File: src/wmu_pkg.sv
`timescale 1ns / 1ps
// wmu_pkg: shared constants and types for the weighted mean unit.
// No dependencies; imported by every module of the block.
package wmu_pkg;

    localparam int WMU_FRAC_BITS = 8;
    localparam int WMU_MAX_ITEMS = 1024;
    localparam int WMU_DATA_W    = 16;
    // Product of a 16-bit value and a 16-bit weight.
    localparam int WMU_PROD_W    = 2 * WMU_DATA_W;

    // Weight used when weighting is off: one in fixed point.
    localparam logic signed [WMU_DATA_W:0] WMU_ONE =
        (WMU_DATA_W + 1)'(1 << WMU_FRAC_BITS);

    typedef struct packed {
        logic signed [WMU_DATA_W-1:0] mean;
        logic                         zero_weight_sum;
    } t_wmu_result;

endpackage

File: src/weighted_mean_unit.sv
`timescale 1ns / 1ps
// weighted_mean_unit: weighted mean of signed Q8.8 words. Words stream in at one per
// cycle while busy is low; on a word marked last the totals go to a bit-serial divider.
// The strobe o_done follows the divider's result, which skips the divide loop when the
// weight sum is zero; busy stays high until the strobe cycle.
// The receiver cannot stall: o_done is high for a single cycle.
// Reset (synchronous, active low) clears both sums, the sequencer and use_weights.
module weighted_mean_unit import wmu_pkg::*; #(
    parameter int MAX_ITEMS = WMU_MAX_ITEMS
) (
    input  logic                         i_clk,
    input  logic                         i_rst_n,
    // Input words
    input  logic                         start,
    output logic                         busy,
    input  logic signed [WMU_DATA_W-1:0] i_value,
    input  logic signed [WMU_DATA_W-1:0] i_weight,
    input  logic                         i_last,
    // Configuration: use_weights
    input  logic                         i_cfg_valid,
    input  logic                         i_cfg_data,
    output logic                         o_cfg_ready,
    // Results
    output logic                         o_done,
    output logic signed [WMU_DATA_W-1:0] o_mean,
    output logic                         o_zero_weight_sum
);

    // Sums stay exact for MAX_ITEMS words: product width plus count bits.
    localparam int CNT_BITS = (MAX_ITEMS > 1) ? $clog2(MAX_ITEMS) : 0;
    localparam int PSUM_W   = WMU_PROD_W + CNT_BITS;
    localparam int WSUM_W   = WMU_DATA_W + CNT_BITS;

    logic              r_use_weights;
    logic              accept;
    logic              go;
    logic [PSUM_W-1:0] psum;
    logic [WSUM_W-1:0] wsum;
    logic              div_busy;
    t_wmu_result       result;

    // Hold off new words from the last word until the divider strobes.
    assign busy        = go || div_busy;
    assign accept      = start && !busy;
    assign o_cfg_ready = !busy;

    always_ff @(posedge i_clk) begin
        if (!i_rst_n) begin
            r_use_weights <= 1'b0;
        end else if (i_cfg_valid && o_cfg_ready) begin
            r_use_weights <= i_cfg_data;
        end
    end

    // Accumulate one word per cycle while busy is low; hand off totals on the last word.
    wmu_accum #(
        .PSUM_W (PSUM_W),
        .WSUM_W (WSUM_W)
    ) u_accum (
        .i_clk         (i_clk),
        .i_rst_n       (i_rst_n),
        .i_accept      (accept),
        .i_use_weights (r_use_weights),
        .i_value       (i_value),
        .i_weight      (i_weight),
        .i_last        (i_last),
        .o_go          (go),
        .o_psum        (psum),
        .o_wsum        (wsum)
    );

    // Divide product sum by weight sum, truncate toward zero, saturate to 16 bits.
    wmu_div #(
        .PSUM_W (PSUM_W),
        .WSUM_W (WSUM_W)
    ) u_div (
        .i_clk    (i_clk),
        .i_rst_n  (i_rst_n),
        .i_go     (go),
        .i_num    (psum),
        .i_den    (wsum),
        .o_busy   (div_busy),
        .o_done   (o_done),
        .o_result (result)
    );

    assign o_mean            = result.mean;
    assign o_zero_weight_sum = result.zero_weight_sum;

endmodule

File: src/wmu_accum.sv
`timescale 1ns / 1ps
// wmu_accum: running sums of value*weight and of weight, one word per cycle on i_accept.
// Depends on wmu_pkg; hands final totals to wmu_div on the last word.
module wmu_accum import wmu_pkg::*; #(
    parameter int PSUM_W = 42,
    parameter int WSUM_W = 26
) (
    input  logic                         i_clk,
    input  logic                         i_rst_n,
    input  logic                         i_accept,
    input  logic                         i_use_weights,
    input  logic signed [WMU_DATA_W-1:0] i_value,
    input  logic signed [WMU_DATA_W-1:0] i_weight,
    input  logic                         i_last,
    output logic                         o_go,
    output logic        [PSUM_W-1:0]     o_psum,
    output logic        [WSUM_W-1:0]     o_wsum
);

    logic        [PSUM_W-1:0]     r_psum;
    logic        [WSUM_W-1:0]     r_wsum;
    logic                         r_go;
    logic        [PSUM_W-1:0]     r_psum_out;
    logic        [WSUM_W-1:0]     r_wsum_out;

    logic signed [WMU_DATA_W:0]   w;
    logic signed [WMU_PROD_W:0]   p;
    logic        [PSUM_W-1:0]     n_psum;
    logic        [WSUM_W-1:0]     n_wsum;

    always_comb begin
        w      = i_use_weights ? (WMU_DATA_W + 1)'(i_weight) : WMU_ONE;
        p      = i_value * w;
        n_psum = r_psum + PSUM_W'(p);
        n_wsum = r_wsum + WSUM_W'(w);
    end

    always_ff @(posedge i_clk) begin
        if (!i_rst_n) begin
            r_psum <= '0;
            r_wsum <= '0;
            r_go   <= 1'b0;
        end else begin
            r_go <= i_accept && i_last;
            if (i_accept) begin
                // Clear after the last word; its totals move to the divider.
                r_psum <= i_last ? '0 : n_psum;
                r_wsum <= i_last ? '0 : n_wsum;
            end
        end
    end

    always_ff @(posedge i_clk) begin
        if (i_accept && i_last) begin
            r_psum_out <= n_psum;
            r_wsum_out <= n_wsum;
        end
    end

    assign o_go   = r_go;
    assign o_psum = r_psum_out;
    assign o_wsum = r_wsum_out;

endmodule

File: src/wmu_div.sv
`timescale 1ns / 1ps
// wmu_div: signed restoring divider, one quotient bit per cycle, with saturation.
// Depends on wmu_pkg for the result type.
module wmu_div import wmu_pkg::*; #(
    parameter int PSUM_W = 42,
    parameter int WSUM_W = 26
) (
    input  logic              i_clk,
    input  logic              i_rst_n,
    input  logic              i_go,
    input  logic [PSUM_W-1:0] i_num,
    input  logic [WSUM_W-1:0] i_den,
    output logic              o_busy,
    output logic              o_done,
    output t_wmu_result       o_result
);

    localparam int CNT_W = (PSUM_W > 1) ? $clog2(PSUM_W) : 1;

    typedef enum logic [1:0] {
        S_IDLE,
        S_SETUP,
        S_RUN,
        S_FINISH
    } t_state;

    t_state              r_state;
    logic                r_done;
    logic [CNT_W-1:0]    r_cnt;
    logic [PSUM_W-1:0]   r_num;
    logic [WSUM_W-1:0]   r_den;
    logic [WSUM_W-1:0]   r_rem;
    logic                r_neg;
    logic                r_zero;
    t_wmu_result         r_result;

    logic [WSUM_W:0]     shifted;
    logic [WSUM_W:0]     diff;
    logic                ge;
    logic                sat_pos;
    logic                sat_neg;

    always_comb begin
        shifted = {r_rem, r_num[PSUM_W-1]};
        diff    = shifted - {1'b0, r_den};
        ge      = (shifted >= {1'b0, r_den});
        sat_pos = !r_neg && (r_num > PSUM_W'(32767));
        sat_neg =  r_neg && (r_num > PSUM_W'(32768));
    end

    always_ff @(posedge i_clk) begin
        if (!i_rst_n) begin
            r_state <= S_IDLE;
            r_done  <= 1'b0;
        end else begin
            r_done <= 1'b0;
            case (r_state)
                S_IDLE: begin
                    if (i_go) begin
                        r_num   <= i_num;
                        r_den   <= i_den;
                        r_state <= S_SETUP;
                    end
                end
                S_SETUP: begin
                    // Take magnitudes; the quotient sign is the xor of the signs.
                    r_num  <= r_num[PSUM_W-1] ? -r_num : r_num;
                    r_den  <= r_den[WSUM_W-1] ? -r_den : r_den;
                    r_neg  <= r_num[PSUM_W-1] ^ r_den[WSUM_W-1];
                    r_zero <= (r_den == '0);
                    r_rem  <= '0;
                    r_cnt  <= CNT_W'(PSUM_W - 1);
                    r_state <= (r_den == '0) ? S_FINISH : S_RUN;
                end
                S_RUN: begin
                    r_rem   <= ge ? diff[WSUM_W-1:0] : shifted[WSUM_W-1:0];
                    r_num   <= {r_num[PSUM_W-2:0], ge};
                    r_cnt   <= r_cnt - 1'b1;
                    if (r_cnt == '0) begin
                        r_state <= S_FINISH;
                    end
                end
                S_FINISH: begin
                    r_done  <= 1'b1;
                    r_state <= S_IDLE;
                    r_result.zero_weight_sum <= r_zero;
                    if (r_zero) begin
                        r_result.mean <= '0;
                    end else if (sat_pos) begin
                        r_result.mean <= 16'sh7fff;
                    end else if (sat_neg) begin
                        r_result.mean <= 16'sh8000;
                    end else begin
                        r_result.mean <= r_neg ? -r_num[WMU_DATA_W-1:0]
                                               :  r_num[WMU_DATA_W-1:0];
                    end
                end
                default: r_state <= S_IDLE;
            endcase
        end
    end

    assign o_busy   = (r_state != S_IDLE);
    assign o_done   = r_done;
    assign o_result = r_result;

endmodule
File: config.mk
export PLATFORM = sky130hd
export DESIGN_NAME = weighted_mean_unit
export DESIGN_NICKNAME = d
export VERILOG_FILES = /design/src/wmu_pkg.sv /design/src/weighted_mean_unit.sv /design/src/wmu_accum.sv /design/src/wmu_div.sv
export SDC_FILE = /design/constraint.sdc
export NUM_CORES = 1
export LEC_CHECK = 0
export ABC_AREA = 1
export BUFFER_PORTS_ARGS = -buffer_cell sky130_fd_sc_hd__clkbuf_2
export CORE_MARGIN = 1.5
export CORE_UTILIZATION = 45
export DETAILED_ROUTE_END_ITERATION = 10
export PLACE_DENSITY_LB_ADDON = 0.12
export SYNTH_ARGS = -nofsm -noshare
export SYNTH_HDL_FRONTEND = slang
export SYNTH_HIERARCHICAL = 1
export SYNTH_SLANG_ARGS = --single-unit
File: constraint.sdc
create_clock -name i_clk -period 13 [get_ports i_clk]
set_clock_uncertainty 0.1 [all_clocks]
set_input_delay 2.6 -clock i_clk [delete_from_list [all_inputs] [get_ports i_clk]]
set_output_delay 2.6 -clock i_clk [all_outputs]
set_load 0.005 [all_outputs]
==> flow_metrics.tcl <==
set metrics [dict create \
    status "complete, no violations" \
    holdPathEnd "u_accum/r_wsum[24]" \
    holdCritStartpoint "u_accum/r_wsum[24]" \
    rows 93 \
    synth_area_per_cell_sq_um 7.38 \
    io_buffers 57 \
    viasPerCell 5.11 \
    tns_ps 0 \
    cp_slowest_cell "fa_1" \
    hold_violations 0 \
    start_util 0.453 \
    gp_congestion 0.948 \
    drive_gt1_frac 0.0535 \
    cp_max_fo 15 \
    clkTransAtPathRegs_ps 60 \
    cts_resized 0 \
    layout_min_cycle_time_ps 10390 \
    critPathArrivalTime_ps 10630 \
    final_common_cell "nand2_1" \
    die_h_um 257 \
    setup_violations 0 \
    yosysWarnings 6 \
    mostFrequentLayoutCells "nand2_1 (974), inv_1 (718), nor2_1 (478)" \
    clock_latency_ps 590 \
    reg2reg_depth 32 \
    ys_seq_area_frac 0.243 \
    post_cts_buffers 0 \
    grt_max_degree 70 \
    max_cap_violations 0 \
    io_pins 58 \
    ys_ff_latch 260 \
    worstReg2RegStart "r_use_weights" \
    fmax_mhz 96.2 \
    ant_nets 0 \
    clock_path_buffers 3 \
    rrSetupSlack_ps 3470 \
    grt_usage 0.246 \
    firstDrtPassIters 5 \
    hpwlAfterDp_um 66100 \
    hold_depth 2 \
    holdBufCountCts 0 \
    tritoncts "yes" \
    n_fill_cell 6565 \
    htree_levels 1 \
    die_area_sq_mm 0.0662 \
    grt_pass1_vias 24077 \
    synthDistinctLibCells 55 \
    cts.sinks 260 \
    die_x_um 257 \
    synth_nets 4439 \
    cts_buffers 31 \
    syn2layout_area_growth_pct 7.13 \
    antenna_found_initial 0 \
    vias 24717 \
    slew_viol_final 0 \
    drt-initial-drc-count 1586 \
    final_nets 4453 \
    routed_wl_um 81900 \
    grt_overflow_total 0 \
    worstMarginPinSlew_ps 1140 \
    routedWlPerCell_um 16.9 \
    diodes 0 \
    grt_pass1_wl_um 131000 \
    end_kind "flip-flop" \
    netlist_area_sq_mm 0.0291 \
    cp.required_ps 13240 \
    utilization 0.485 \
    period_share 0.799 \
    async_flop_share 0 \
    core_sq_mm 0.0642 \
    max-slew-margin-rel 0.238 \
    reg2reg_to "u_accum/o_psum[37]" \
    synthesis.instances 3942 \
    path_class "input pin to flip-flop" \
    synth-edff-count 187 \
    rsz0062_at_grt "false" \
    cts-root-buf "clkbuf_16" \
    startpoint_type "input pin" \
    cpPeakStageDelay_ps 550 \
    synthFlopType "edfxtp_1" \
    drc 0 \
    hp-class "flip-flop to flip-flop" \
]
[critical path: cells and delay by family]
kind	cells	cell delay (ps)
buf+inv	6	920
compound gates	1	200
simple gates	18	3090
fa+ha+maj	8	3790
[metal layers]
layer  routed length, um  GRT usage  part of all wire  up-vias
met3                4240     0.0262             0.052      131
met2               36400      0.397              0.44      641
met4                2650     0.0733             0.032        0
met1               38600      0.350              0.47    11561
li1                    -          -                 -    12384
met5                   0          0                 0        -
[kinds of logic (layout without fill, tap and decap cells)]
logic type	count (synthesis)	after routing	share of synthesized area
compound gates	469	469	0.0876
xor+xnor	91	91	0.0274
fa+ha+maj	459	459	0.267
buf+inv	823	861	0.108
flops	260	260	0.243
simple gates	1840	1840	0.267
[cell type report]
| type | count | area [sq um] | share of cell area |
|---|---|---|---|
| multi-input combinational | 2859 | 18900 | 0.606 |
| sequential | 260 | 7080 | 0.227 |
| inverter | 736 | 2770 | 0.0887 |
| tap | 855 | 1070 | 0.0343 |
| clock buffer | 41 | 885 | 0.0284 |
| timing repair buffer | 68 | 368 | 0.0118 |
| clock inverter | 16 | 113 | 0.00361 |
[metrics by stage]
stage                     setup slack (ps)  cell area [sq um]  cells  hold WS (ps)
after global placement                1880              30200   4778           359
after floorplan                       3110              29100   3942           324
final                                 2610              31200   4835           370
after detailed placement              1940              30200   4778           360
after global routing                  1960              31200   4835           387
after CTS                             2520              31200   4835           372
[worst max-delay path by stage]
stage                     slack, ps          from                  to
after floorplan                3110  i_weight[15]  u_accum/o_psum[41]
after global placement         1880  i_weight[15]  u_accum/r_psum[33]
after detailed placement       1940  i_weight[15]  u_accum/r_psum[33]
after CTS                      2520  i_weight[15]  u_accum/r_psum[33]
after global routing           1960  i_weight[15]  u_accum/r_psum[33]
final                          2610  i_weight[15]  u_accum/o_psum[37]
[Yosys cell counts (all sizes together) (31+ instances only)]
master | n | area (sq um)
o21ai | 109 | 557
nand2 | 994 | 3790
nand4 | 36 | 225
a21oi | 296 | 1510
clkbuf | 71 | 267
nor2 | 509 | 2030
ha | 189 | 2360
edfxtp | 187 | 5620
fa | 270 | 5410
nor3 | 31 | 193
inv | 728 | 2740
nand3 | 196 | 1030
dfxtp | 73 | 1460
xor2 | 68 | 596
[registers in the layout, summed over array words and instances (netlist names)]
| signal | cells |
|---|---|
| u_div/r_den | 26 |
| u_div/r_neg | 1 |
| u_div/r_num | 42 |
| u_div/o_result | 17 |
| u_div/r_cnt | 6 |
| u_accum/r_wsum | 26 |
| u_div/r_zero | 1 |
| u_div/r_state | 2 |
| u_accum/o_psum | 42 |
| r_use_weights | 1 |
| u_div/o_done | 1 |
| u_accum/o_go | 1 |
| u_accum/r_psum | 42 |
| u_accum/o_wsum | 26 |
| u_div/r_rem | 26 |
Power is not shown: default switching activity piles up to over one toggle a cycle in this logic, so the estimate is an artifact.
